[src/hdl/rfm_pkg.sv]
// ----------------------------------------------------------------------------
// rfm_pkg
// shared types and fixed widths of the radial falloff mask block
// ----------------------------------------------------------------------------
package rfm_pkg;

   // squared pixel radius, worst case over the mask size range
   localparam int D2W   = 22;
   // ramp numerator and denominator before rounding
   localparam int NUMW  = 28;
   localparam int DENW  = 20;
   // divider dividend (2*num + den) and divisor (2*den)
   localparam int NW    = 30;
   localparam int DW    = 21;

   localparam logic [7:0] STRENGTH_FULL = 8'd255;
   localparam logic [7:0] STRENGTH_NONE = 8'd0;

   localparam logic CSR_HARDNESS = 1'b0;
   localparam logic CSR_RADIUS   = 1'b1;

   typedef struct packed {
      logic        op;
      logic        zero;
      logic        full;
      logic [11:0] diff;
   } rfm_side_type;

   typedef struct packed {
      logic       en;
      logic [7:0] value;
   } rfm_force_type;

endpackage

[src/hdl/radial_falloff_mask.sv]
// ----------------------------------------------------------------------------
// radial_falloff_mask
// brush falloff unit: radial mask pixels and world distance linear ramp
// ----------------------------------------------------------------------------
// path: stage 1 register, square root stages, ramp register, divider stages
// throughput: one item per cycle while the result is not stalled; the square
// root and divider are fully pipelined, one root bit and one quotient bit per stage
// a stalled result freezes the whole pipeline, holding every item in place
// reset: synchronous, clears all valid bits; hardness 128, brush_radius 240
module radial_falloff_mask #(
   parameter int MASK_SIZE = 256
) (
   input  logic        clock,
   input  logic        reset,
   // item input
   input  logic        req_valid,
   output logic        req_stall,
   input  logic        req_operation,
   input  logic [7:0]  req_column,
   input  logic [7:0]  req_row,
   input  logic [15:0] req_distance,
   // result output
   output logic        rsp_valid,
   input  logic        rsp_stall,
   output logic [7:0]  rsp_strength,
   // register writes
   input  logic        csr_valid,
   output logic        csr_ready,
   input  logic        csr_index,
   input  logic [11:0] csr_data
);
   import rfm_pkg::*;

   // root bits: 256*sqrt(d2) stays below 512*MASK_SIZE
   localparam int LOG_S = $clog2(MASK_SIZE);
   localparam int K     = LOG_S + 9;
   localparam logic [D2W-1:0] S_SQ   = D2W'(MASK_SIZE * MASK_SIZE);
   localparam logic [K-1:0]   FULL_R = K'(256 * MASK_SIZE);

   // ---------------------------------------------------------------------
   // configuration registers, always ready
   // ---------------------------------------------------------------------
   logic [7:0]  hardness_ff;
   logic [11:0] brush_radius_ff;

   assign csr_ready = 1'b1;

   always_ff @(posedge clock) begin
      if (reset) begin
         hardness_ff     <= 8'd128;
         brush_radius_ff <= 12'd240;
      end else if (csr_valid) begin
         unique case (csr_index)
            CSR_HARDNESS: hardness_ff     <= csr_data[7:0];
            CSR_RADIUS:   brush_radius_ff <= csr_data;
            default:      ;
         endcase
      end
   end

   // ---------------------------------------------------------------------
   // global advance: the pipeline moves unless the result is held
   // ---------------------------------------------------------------------
   logic advance;

   assign advance   = !rsp_valid || !rsp_stall;
   assign req_stall = !advance;

   // ---------------------------------------------------------------------
   // stage 1: squared pixel radius and distance mode compares
   // ---------------------------------------------------------------------
   logic signed [11:0] dx_val;
   logic signed [11:0] dy_val;
   logic signed [23:0] dx_sq;
   logic signed [23:0] dy_sq;
   logic [D2W-1:0]     d2_in;
   logic               gt_in;
   logic               full_d_in;
   logic [11:0]        diff_in;

   // dx = 2*column - S, dy = 2*row - S
   assign dx_val = $signed({3'b000, req_column, 1'b0}) - $signed(12'(MASK_SIZE));
   assign dy_val = $signed({3'b000, req_row, 1'b0}) - $signed(12'(MASK_SIZE));
   assign dx_sq  = dx_val * dx_val;
   assign dy_sq  = dy_val * dy_val;
   assign d2_in  = D2W'(dx_sq) + D2W'(dy_sq);

   // distance beyond radius, and inside the hardness radius
   assign gt_in     = req_distance > {4'b0000, brush_radius_ff};
   assign full_d_in = {req_distance, 8'b0} < 24'(20'(hardness_ff) * 20'(brush_radius_ff));
   assign diff_in   = brush_radius_ff - req_distance[11:0];

   logic           s1_valid_ff;
   logic           s1_op_ff;
   logic [D2W-1:0] s1_d2_ff;
   logic           s1_gt_ff;
   logic           s1_full_d_ff;
   logic [11:0]    s1_diff_ff;

   always_ff @(posedge clock) begin
      if (reset) begin
         s1_valid_ff <= 1'b0;
      end else if (advance) begin
         s1_valid_ff <= req_valid;
      end
   end

   always_ff @(posedge clock) begin
      if (advance) begin
         s1_op_ff     <= req_operation;
         s1_d2_ff     <= d2_in;
         s1_gt_ff     <= gt_in;
         s1_full_d_ff <= full_d_in;
         s1_diff_ff   <= diff_in;
      end
   end

   // ---------------------------------------------------------------------
   // square root of d2 * 65536; distance items ride along unchanged
   // ---------------------------------------------------------------------
   rfm_side_type   sq_side_in;
   logic [2*K-1:0] sq_value_in;
   logic           sq_valid;
   logic [K-1:0]   sq_root;
   rfm_side_type   sq_side;

   always_comb begin
      sq_side_in.op   = s1_op_ff;
      sq_side_in.zero = s1_op_ff ? s1_gt_ff : (s1_d2_ff > S_SQ);
      sq_side_in.full = s1_full_d_ff;
      sq_side_in.diff = s1_diff_ff;
   end

   // beyond radius 1 the root is never used, so high d2 bits can drop
   assign sq_value_in = {s1_d2_ff[2*K-17:0], 16'b0};

   rfm_sqrt_pipe #(
      .K (K)
   ) u_sqrt (
      .clock     (clock),
      .reset     (reset),
      .enable    (advance),
      .in_valid  (s1_valid_ff),
      .in_value  (sq_value_in),
      .in_side   (sq_side_in),
      .out_valid (sq_valid),
      .out_root  (sq_root),
      .out_side  (sq_side)
   );

   // ---------------------------------------------------------------------
   // ramp numerator, denominator and the forced cases
   // ---------------------------------------------------------------------
   logic [K-1:0]    hs_val;
   logic [K-1:0]    root_c;
   logic [K-1:0]    x_val;
   logic [8:0]      inv_h;
   logic [NUMW-1:0] num_in;
   logic [DENW-1:0] den_in;
   rfm_force_type   force_in;

   // r < h*S is the same as d2*65536 < (h*S)^2 since h*S is whole
   assign hs_val = K'(hardness_ff) * K'(MASK_SIZE);
   assign root_c = (sq_root > FULL_R) ? FULL_R : sq_root;
   assign x_val  = FULL_R - root_c;
   assign inv_h  = 9'd256 - 9'(hardness_ff);

   always_comb begin
      force_in.en    = 1'b0;
      force_in.value = STRENGTH_FULL;
      if (sq_side.op) begin
         // 65280 * (R - d) against R * (256 - h)
         num_in = NUMW'({sq_side.diff, 16'b0}) - NUMW'({sq_side.diff, 8'b0});
         den_in = DENW'(brush_radius_ff) * DENW'(inv_h);
         if (sq_side.zero) begin
            force_in.en    = 1'b1;
            force_in.value = STRENGTH_NONE;
         end else if (sq_side.full || brush_radius_ff == 12'd0) begin
            // inside hardness, or a zero-width ramp
            force_in.en = 1'b1;
         end
      end else begin
         // 255 * (256*S - r) against S * (256 - h)
         num_in = NUMW'({x_val, 8'b0}) - NUMW'(x_val);
         den_in = DENW'(MASK_SIZE) * DENW'(inv_h);
         if (sq_side.zero) begin
            force_in.en    = 1'b1;
            force_in.value = STRENGTH_NONE;
         end else if (sq_root < hs_val) begin
            force_in.en = 1'b1;
         end
      end
   end

   logic            p_valid_ff;
   logic [NUMW-1:0] p_num_ff;
   logic [DENW-1:0] p_den_ff;
   rfm_force_type   p_force_ff;

   always_ff @(posedge clock) begin
      if (reset) begin
         p_valid_ff <= 1'b0;
      end else if (advance) begin
         p_valid_ff <= sq_valid;
      end
   end

   always_ff @(posedge clock) begin
      if (advance) begin
         p_num_ff   <= num_in;
         p_den_ff   <= den_in;
         p_force_ff <= force_in;
      end
   end

   // ---------------------------------------------------------------------
   // rounding divide; its last stage is the output register
   // ---------------------------------------------------------------------
   rfm_div_pipe u_div (
      .clock     (clock),
      .reset     (reset),
      .enable    (advance),
      .in_valid  (p_valid_ff),
      .in_num    (p_num_ff),
      .in_den    (p_den_ff),
      .in_force  (p_force_ff),
      .out_valid (rsp_valid),
      .out_value (rsp_strength)
   );

endmodule

[src/hdl/rfm_sqrt_pipe.sv]
// ----------------------------------------------------------------------------
// rfm_sqrt_pipe
// pipelined integer square root, one result bit per stage
// ----------------------------------------------------------------------------
module rfm_sqrt_pipe #(
   parameter int K = 17
) (
   input  logic                  clock,
   input  logic                  reset,
   input  logic                  enable,
   input  logic                  in_valid,
   input  logic [2*K-1:0]        in_value,
   input  rfm_pkg::rfm_side_type in_side,
   output logic                  out_valid,
   output logic [K-1:0]          out_root,
   output rfm_pkg::rfm_side_type out_side
);
   import rfm_pkg::*;

   localparam int RW = K + 3;

   logic [K-1:0]   valid_ff;
   logic [RW-1:0]  rem_ff  [K];
   logic [K-1:0]   res_ff  [K];
   logic [2*K-1:0] val_ff  [K];
   rfm_side_type   side_ff [K];

   for (genvar j = 0; j < K; j++) begin : g_stage
      logic           src_valid;
      logic [RW-1:0]  src_rem;
      logic [K-1:0]   src_res;
      logic [2*K-1:0] src_val;
      rfm_side_type   src_side;
      logic [RW-1:0]  rem_trial;
      logic [RW-1:0]  trial;
      logic [RW-1:0]  rem_in;
      logic [K-1:0]   res_in;

      if (j == 0) begin : g_first
         assign src_valid = in_valid;
         assign src_rem   = '0;
         assign src_res   = '0;
         assign src_val   = in_value;
         assign src_side  = in_side;
      end else begin : g_next
         assign src_valid = valid_ff[j-1];
         assign src_rem   = rem_ff[j-1];
         assign src_res   = res_ff[j-1];
         assign src_val   = val_ff[j-1];
         assign src_side  = side_ff[j-1];
      end

      // bring down the next bit pair and try 4*res + 1
      assign rem_trial = {src_rem[RW-3:0], src_val[2*K-1:2*K-2]};
      assign trial     = {1'b0, src_res, 2'b01};

      always_comb begin
         if (rem_trial >= trial) begin
            rem_in = rem_trial - trial;
            res_in = {src_res[K-2:0], 1'b1};
         end else begin
            rem_in = rem_trial;
            res_in = {src_res[K-2:0], 1'b0};
         end
      end

      always_ff @(posedge clock) begin
         if (reset) begin
            valid_ff[j] <= 1'b0;
         end else if (enable) begin
            valid_ff[j] <= src_valid;
         end
      end

      always_ff @(posedge clock) begin
         if (enable) begin
            rem_ff[j]  <= rem_in;
            res_ff[j]  <= res_in;
            val_ff[j]  <= {src_val[2*K-3:0], 2'b00};
            side_ff[j] <= src_side;
         end
      end
   end

   assign out_valid = valid_ff[K-1];
   assign out_root  = res_ff[K-1];
   assign out_side  = side_ff[K-1];

endmodule

[src/hdl/rfm_div_pipe.sv]
// ----------------------------------------------------------------------------
// rfm_div_pipe
// pipelined rounding divider, 8-bit quotient clamped to full strength
// ----------------------------------------------------------------------------
module rfm_div_pipe (
   input  logic                      clock,
   input  logic                      reset,
   input  logic                      enable,
   input  logic                      in_valid,
   input  logic [rfm_pkg::NUMW-1:0]  in_num,
   input  logic [rfm_pkg::DENW-1:0]  in_den,
   input  rfm_pkg::rfm_force_type    in_force,
   output logic                      out_valid,
   output logic [7:0]                out_value
);
   import rfm_pkg::*;

   localparam int QS = 8;

   logic [NW-1:0] n_val;
   logic [DW-1:0] dv_val;
   logic          over_val;

   // rounding: floor((2*num + den) / (2*den))
   assign n_val    = {1'b0, in_num, 1'b0} + NW'(in_den);
   assign dv_val   = {in_den, 1'b0};
   assign over_val = n_val >= (NW'(dv_val) << QS);

   logic          valid0_ff;
   logic [NW-1:0] rem0_ff;
   logic [DW-1:0] dv0_ff;
   logic          over0_ff;
   rfm_force_type force0_ff;

   always_ff @(posedge clock) begin
      if (reset) begin
         valid0_ff <= 1'b0;
      end else if (enable) begin
         valid0_ff <= in_valid;
      end
   end

   always_ff @(posedge clock) begin
      if (enable) begin
         rem0_ff   <= n_val;
         dv0_ff    <= dv_val;
         over0_ff  <= over_val;
         force0_ff <= in_force;
      end
   end

   logic [QS-1:0] valid_ff;
   logic [NW-1:0] rem_ff   [QS];
   logic [DW-1:0] dv_ff    [QS];
   logic [QS-1:0] q_ff     [QS];
   logic          over_ff  [QS];
   rfm_force_type force_ff [QS];

   for (genvar i = 0; i < QS; i++) begin : g_bit
      localparam int B = QS - 1 - i;
      logic          src_valid;
      logic [NW-1:0] src_rem;
      logic [DW-1:0] src_dv;
      logic [QS-1:0] src_q;
      logic          src_over;
      rfm_force_type src_force;
      logic [NW-1:0] shifted;
      logic [NW-1:0] rem_in;
      logic [QS-1:0] q_in;

      if (i == 0) begin : g_first
         assign src_valid = valid0_ff;
         assign src_rem   = rem0_ff;
         assign src_dv    = dv0_ff;
         assign src_q     = '0;
         assign src_over  = over0_ff;
         assign src_force = force0_ff;
      end else begin : g_next
         assign src_valid = valid_ff[i-1];
         assign src_rem   = rem_ff[i-1];
         assign src_dv    = dv_ff[i-1];
         assign src_q     = q_ff[i-1];
         assign src_over  = over_ff[i-1];
         assign src_force = force_ff[i-1];
      end

      assign shifted = NW'(src_dv) << B;

      always_comb begin
         rem_in = src_rem;
         q_in   = src_q;
         if (src_rem >= shifted) begin
            rem_in  = src_rem - shifted;
            q_in[B] = 1'b1;
         end
      end

      always_ff @(posedge clock) begin
         if (reset) begin
            valid_ff[i] <= 1'b0;
         end else if (enable) begin
            valid_ff[i] <= src_valid;
         end
      end

      always_ff @(posedge clock) begin
         if (enable) begin
            rem_ff[i]   <= rem_in;
            dv_ff[i]    <= src_dv;
            q_ff[i]     <= q_in;
            over_ff[i]  <= src_over;
            force_ff[i] <= src_force;
         end
      end
   end

   assign out_valid = valid_ff[QS-1];

   always_comb begin
      if (force_ff[QS-1].en) begin
         out_value = force_ff[QS-1].value;
      end else if (over_ff[QS-1]) begin
         out_value = STRENGTH_FULL;
      end else begin
         out_value = q_ff[QS-1];
      end
   end

endmodule

[config.mk]
export PLATFORM = sky130hd
export DESIGN_NAME = radial_falloff_mask
export DESIGN_NICKNAME = d
export VERILOG_FILES = /design/src/hdl/rfm_pkg.sv /design/src/hdl/radial_falloff_mask.sv /design/src/hdl/rfm_sqrt_pipe.sv /design/src/hdl/rfm_div_pipe.sv
export SDC_FILE = /design/constraint.sdc
export NUM_CORES = 2
export LEC_CHECK = 0
export ABC_AREA = 1
export BUFFER_PORTS_ARGS = -buffer_cell sky130_fd_sc_hd__buf_4
export CORE_UTILIZATION = 40
export CTS_CLUSTER_SIZE = 28
export DETAILED_ROUTE_END_ITERATION = 8
export GPL_TIMING_DRIVEN = 1
export SYNTH_ARGS = -nofsm -noshare
export SYNTH_HDL_FRONTEND = slang
export SYNTH_SLANG_ARGS = --single-unit
[constraint.sdc]
create_clock -name clock -period 63.8 [get_ports clock]
set_input_delay 15.95 -clock clock [delete_from_list [all_inputs] [get_ports clock]]
set_output_delay 15.95 -clock clock [all_outputs]
set_load 0.05 [all_outputs]
# Word level (Yosys, flattened, before mapping)
# Memory sizes are Yosys's and may differ from the RTL's.
# Index checks and enable logic that the tools add are counted.
[totals] regBits=202 latch_bits=0 mem_bits_rw=1980 mem_bits_ro=0 output_inout_bits=11 n_memories=9
[mem_list] memory="u_sqrt.val_ff" words=17 width=32 read_ports=16 rd_clocked_by_memory_dff=0 write_ports=17 line_no="rfm_sqrt_pipe.sv:25" rtl="logic [2*K-1:0] val_ff [K];"
[mem_list] memory="u_sqrt.rem_ff" words=17 width=20 read_ports=16 rd_clocked_by_memory_dff=0 write_ports=17 line_no="rfm_sqrt_pipe.sv:23" rtl="logic [RW-1:0] rem_ff [K];"
[mem_list] memory="u_sqrt.res_ff" words=17 width=17 read_ports=17 rd_clocked_by_memory_dff=0 write_ports=17 line_no="rfm_sqrt_pipe.sv:24" rtl="logic [K-1:0] res_ff [K];"
[mem_list] memory="u_sqrt.side_ff" words=17 width=15 read_ports=17 rd_clocked_by_memory_dff=0 write_ports=17 line_no="rfm_sqrt_pipe.sv:26" rtl="rfm_side_type side_ff [K];"
[mem_list] memory="u_div.rem_ff" words=8 width=30 read_ports=7 rd_clocked_by_memory_dff=0 write_ports=8 line_no="rfm_div_pipe.sv:53" rtl="logic [NW-1:0] rem_ff [QS];"
[mem_list] memory="u_div.dv_ff" words=8 width=21 read_ports=7 rd_clocked_by_memory_dff=0 write_ports=8 line_no="rfm_div_pipe.sv:54" rtl="logic [DW-1:0] dv_ff [QS];"
[mem_list] memory="3 more memories"
[classes] addsub=34 mul=4 div=0 n_lt_le_gt_ge=31 eq_ne=0 n_shift=0 mux=64 bitwise_logic=1 reduce_logical=8
[ops] cell="$mux W20" count=17
[ops] cell="$ge A20 B19 Y1" count=16
[ops] cell="$sub A20 B19 Y20" count=16
[ops] cell="$mux W30" count=8
[ops] cell="$mul A10 B10 Y20" count=2
[ops] cell="$mux W17" count=2
[ops] cell="$mux W1" count=32
[ops] cell="$add A29 B20 Y30" count=1
[ops] cell="$ge A30 B21 Y1" count=1
[ops] cell="$ge A30 B22 Y1" count=1
[ops] cell="$ge A30 B23 Y1" count=1
[ops] cell="$ge A30 B24 Y1" count=1
[ops] cell="$ge A30 B25 Y1" count=1
[ops] cell="$ge A30 B26 Y1" count=1
[ops] cell="$ge A30 B27 Y1" count=1
[ops] cell="$ge A30 B28 Y1" count=1
[ops] cell="$ge A30 B29 Y1" count=1
[ops] cell="$sub A30 B21 Y30" count=1
[ops] cell="$sub A30 B22 Y30" count=1
[ops] cell="$sub A30 B23 Y30" count=1
[ops] cell="$sub A30 B24 Y30" count=1
[ops] cell="$sub A30 B25 Y30" count=1
[ops] cell="$sub A30 B26 Y30" count=1
[ops] cell="$sub A30 B27 Y30" count=1
[ops] cell="25 further kinds" count=32

# Logic depth before layout (Yosys ltp)
# An unclocked memory read counts as a cell.
[logic_depth] ltp_word=6 depth_mapped=32 mapped_depth_nobuf=30

# Modules after synthesis
# From an unflattened synthesis, not the netlist that was laid out.
[unflattened] hier_cells=10479 area_unflattened_um2=95955.8
[by_module_without_submodules] module="rfm_sqrt_pipe" instances=1 cells_per_inst=4018 area_each_um2=43980.9 seq_area_each_um2=28807.6
[by_module_without_submodules] module="rfm_div_pipe" instances=1 cells_per_inst=4129 area_each_um2=33153.0 seq_area_each_um2=15735.1
[by_module_without_submodules] module="radial_falloff_mask" instances=1 cells_per_inst=2332 area_each_um2=18821.8 seq_area_each_um2=2962.8

# Worst setup path after synthesis
# No wires, ideal clock.
[synth_path] kind="input -> register" startpoint="input rsp_stall" endpoint="register p_den_ff[0] (enable)" setup_ns=2.116 t_arrival_ns=50.265 path_slack_ns=11.419 cell_stages=3 cell_sequence="nand2_1 > clkbuf_1 > clkbuf_1"
[synth_between] elab_chain_cells=2
[synth_rtl] item="start: declaration" line_no="radial_falloff_mask.sv:24" rtl="input logic rsp_stall,"
[synth_rtl] item="$logic_not A1 Y1" line_no="radial_falloff_mask.sv:66" rtl="assign advance = !rsp_valid || !rsp_stall;"
[synth_rtl] item="$logic_or A1 B1 Y1" line_no="radial_falloff_mask.sv:66"
[synth_rtl] item="end signal: assignment" line_no="radial_falloff_mask.sv:211" rtl="p_den_ff <= den_in;"
[synth_rtl] item="end: declaration" line_no="radial_falloff_mask.sv:197" rtl="logic [DENW-1:0] p_den_ff;"
# No other way between the ends.
# A chain may end at the register's enable or synchronous reset.

# Final worst setup path
[layout_path] startpoint="input rsp_stall" endpoint="output req_stall"
[layout_between] elab_chain_cells=3
[layout_rtl] item="$logic_not A1 Y1" line_no="radial_falloff_mask.sv:66"
[layout_rtl] item="$logic_or A1 B1 Y1" line_no="radial_falloff_mask.sv:66"
[layout_rtl] item="$logic_not A1 Y1" line_no="radial_falloff_mask.sv:67" rtl="assign req_stall = !advance;"
[layout_rtl] item="end: declaration" line_no="radial_falloff_mask.sv:17" rtl="output logic req_stall,"
# No other way between the ends.

==> results.json <==
{
  "finClkSkew_ns": 0.02685,
  "synthDistinctLibCells": 77,
  "ctsRootBufferMaster": "clkbuf_16",
  "synthArstFlopShare_pct": 0,
  "cts_resized": 0,
  "cts_tree": "yes",
  "initial_core_util_pct": 40.35,
  "synth_cells": 7490,
  "die_x_um": 440.3,
  "yosysMostFrequentCell": "nand2_1",
  "crit_path_max_fanout": 51,
  "critPathArrivalTime_ns": 17.61,
  "fmax_mhz": 29.80,
  "min_path_type": "reg2reg",
  "synth_top_cells_by_count": "1,293 x nand2_1, 1,262 x edfxtp_1, 1,258 x inv_1, 551 x ha_1, 547 x nor2_1",
  "syn_to_final_growth_pct": 10.29,
  "cts_sinks": 1310,
  "slew_headroom_pct": 22.24,
  "placementRows": 160,
  "p_clk_share_pct": 17.3,
  "fin_nets": 8493,
  "yosys_most_used_dff": "edfxtp_1",
  "maxCapViolCount": 0,
  "ir_worst_vdd_mv": 0.05152,
  "port_buffers": 60,
  "gr-total-overflow": 0,
  "avgSynthCellArea_um2": 10.26,
  "io-pin-count": 62,
  "holdBufCountCts": 0,
  "ctsHtreeMaxLevel": 4,
  "seqPwrFrac_pct": 33.7,
  "report.final.hold_viol_count": 0,
  "fin_crit_ns": 33.56,
  "highest_layer": "met4",
  "worstMarginPinSlew_ns": 1.165,
  "antenna_found_initial": 1,
  "grtUsageTotal_pct": 16.88,
  "setup_tns_ns": 0,
  "die_h_um": 440.3,
  "post-cts-setup-buffer-count": 0,
  "gp_congestion": 0.8737,
  "synth_top_area_cell": "edfxtp_1",
  "syn_area_mm2": 0.07683,
  "ys_seq_area_share_pct": 50.58,
  "drive_gt1_share_pct": 4.737,
  "grt_pass1_wl_mm": 261.3,
  "grt_max_degree": 185,
  "start_kind": "primary input",
  "clk_pin_slew_worst_paths_ns": 0.06,
  "core_mm2": 0.1904,
  "grt_pass1_vias": 50231,
  "power_leakage_nw": 37.36,
  "nFillCells": 17678,
  "num_vias": 50843,
  "place.detailed.hpwl_mm": 125.6,
  "p_switching_mw": 1.946,
  "drt-initial-drc-count": 3343,
  "ys_ff_latch": 1310,
  "endpoint_kind": "output pin",
  "netSwitchingFraction_pct": 41.41,
  "rsz0062_at_grt": "false",
  "clock_path_buffers": 3,
  "timing.final.crit_share_pct": 52.60,
  "postRouteAntennaNets": 0,
  "drc": 0,
  "synth-edff-count": 1262,
  "status": "finished, final reports clean",
  "clk_latency_ns": 0.78,
  "synth.top_cell.area_share_pct": 49.33,
  "cts_buffers": 145,
  "setup.worst_path.class": "in2out",
  "internal-power_mw": 2.753,
  "routedWlPerCell_um": 16.01,
  "fin_util_pct": 44.51,
  "dieArea_mm2": 0.1938,
  "wl_met3_mm": 6.865,
  "vias_per_cell": 4.976,
  "firstDrtPassIters": 6,
  "synthTopCellsByArea": "edfxtp_1 49%, ha_1 9.0%, fa_1 7.6%",
  "power.density_mw_per_mm2": 55.45,
  "dr_wl_met2_mm": 78.53,
  "finalSetupViolCount": 0,
  "critPathRequiredTime_ns": 47.85,
  "combPwrFrac_pct": 49.0,
  "drv_slew": 0,
  "drt-total-wl_mm": 163.6,
  "yosys_warnings": 0,
  "met1_length_mm": 74.52
}
## metal layers
layer | vias up | global-route usage, %
met1 | 24336 | 22.37
met4 | 0 | 4.822
li1 | 25382 | -
met3 | 211 | 2.545
met5 | - | 0
met2 | 914 | 28.55
## cells by family after synthesis
logic type	Yosys count	synth area share [%]
AND/OR/NAND/NOR	2348	12.77
other	2	0.009775
buffers and inverters	1391	6.877
AO/OA/AOI/OAI	1193	8.574
XOR/XNOR	403	4.619
flip-flops	1310	50.58
adder cells (fa/ha/maj)	842	16.56
multiplexers	1	0.01303
## state kept, by name, summed over array words and instances (netlist names), 2 cells and up
name and flops:
p_force_ff 2, brush_radius_ff 12, hardness_ff 8, u_sqrt.val_ff 56
s1_diff_ff 12, u_sqrt.g_stage.src_valid 16, u_div.dv0_ff 19, u_div.force_ff 16
u_div.over_ff 8, u_div.dv_ff 133, p_den_ff 20, u_div.g_bit.src_rem 30
s1_d2_ff 19, u_div.q_ff 36, p_num_ff 28, u_div.force0_ff 2
u_sqrt.side_ff 255, u_sqrt.res_ff 152, u_div.rem_ff 210, u_div.g_bit.src_valid 8
u_sqrt.rem_ff 260
## stage by stage
| step | std cells | total power [mW] | hold WS, ns | cell area, um2 | setup WS, ns |
|---|---|---|---|---|---|
| after global routing | 10218 | 5.115 | 0.4185 | 84740 | 30.09 |
| after floorplan | 7491 | 3.282 | 0.4003 | 76830 | 11.42 |
| final | 10218 | 4.699 | 0.4118 | 84740 | 30.24 |
| after global placement | 9964 | 3.867 | 0.4002 | 80120 | 30.27 |
| after detailed placement | 9964 | 3.906 | 0.4045 | 80120 | 30.24 |
| after CTS | 10217 | 4.739 | 0.4117 | 84730 | 30.21 |
## placed cells by master (no fill, tap or decap), drive strengths merged, types with 13 or more instances in the layout
| cell | n |
|---|---|
| o211ai | 19 |
| clkbuf | 177 |
| buf | 84 |
| nor3 | 89 |
| ha | 551 |
| o21bai | 25 |
| o21ai | 524 |
| nor2 | 556 |
| nand2 | 1309 |
| a21boi | 20 |
| a21o | 25 |
| nand3 | 212 |
| a211oi | 13 |
| xnor2 | 189 |
| dfxtp | 48 |
| clkinv | 55 |
| or2 | 26 |
| xor2 | 214 |
| a21oi | 451 |
| o21a | 26 |
| edfxtp | 1262 |
| fa | 291 |
| nor4 | 56 |
| a31oi | 36 |
| nand4 | 69 |
| inv | 1276 |
## final timing paths
check,depth (start not counted),start,slack (ns),to
max,4,rsp_stall,30.24,req_stall
max reg2reg,24,hardness_ff[1]$_SDFFE_PP0P_,57.30,p_den_ff[15]$_DFFE_PN_
min reg2reg,0,u_sqrt.side_ff[0][78]$_DFFE_PN_,0.41,u_sqrt.side_ff[0][93]$_DFFE_PN_
min,0,u_sqrt.side_ff[0][78]$_DFFE_PN_,0.41,u_sqrt.side_ff[0][93]$_DFFE_PN_
## worst max-delay path, stage by stage
cell     delay, ns
buf_4         0.11
nand2_4       0.34
inv_1         0.82
buf_4         0.33
## layout make-up
type                       count  area [um2]  share of cell area, %
antenna                        1       2.502               0.002953
clock buffer                 177        3791                  4.474
clock inverter                76       824.5                 0.9731
inverter                    1269        4763                  5.621
multi-input combinational   4790       32700                  38.59
sequential                  1310       38860                  45.86
tap                         2511        3142                  3.708
timing repair buffer          84       655.6                 0.7737
## power by group through the flow
| stage | Sequential (mW) | Clock [mW] | Combinational, mW |
|---|---|---|---|
| detailed placement | 1.60 | 0 | 2.30 |
| global route | 1.62 | 0.868 | 2.63 |
| global placement | 1.60 | 0 | 2.27 |
| floorplan | 1.50 | 0 | 1.78 |
| finish | 1.58 | 0.811 | 2.30 |
| CTS | 1.59 | 0.836 | 2.31 |
(Power assumes the default switching activity.)
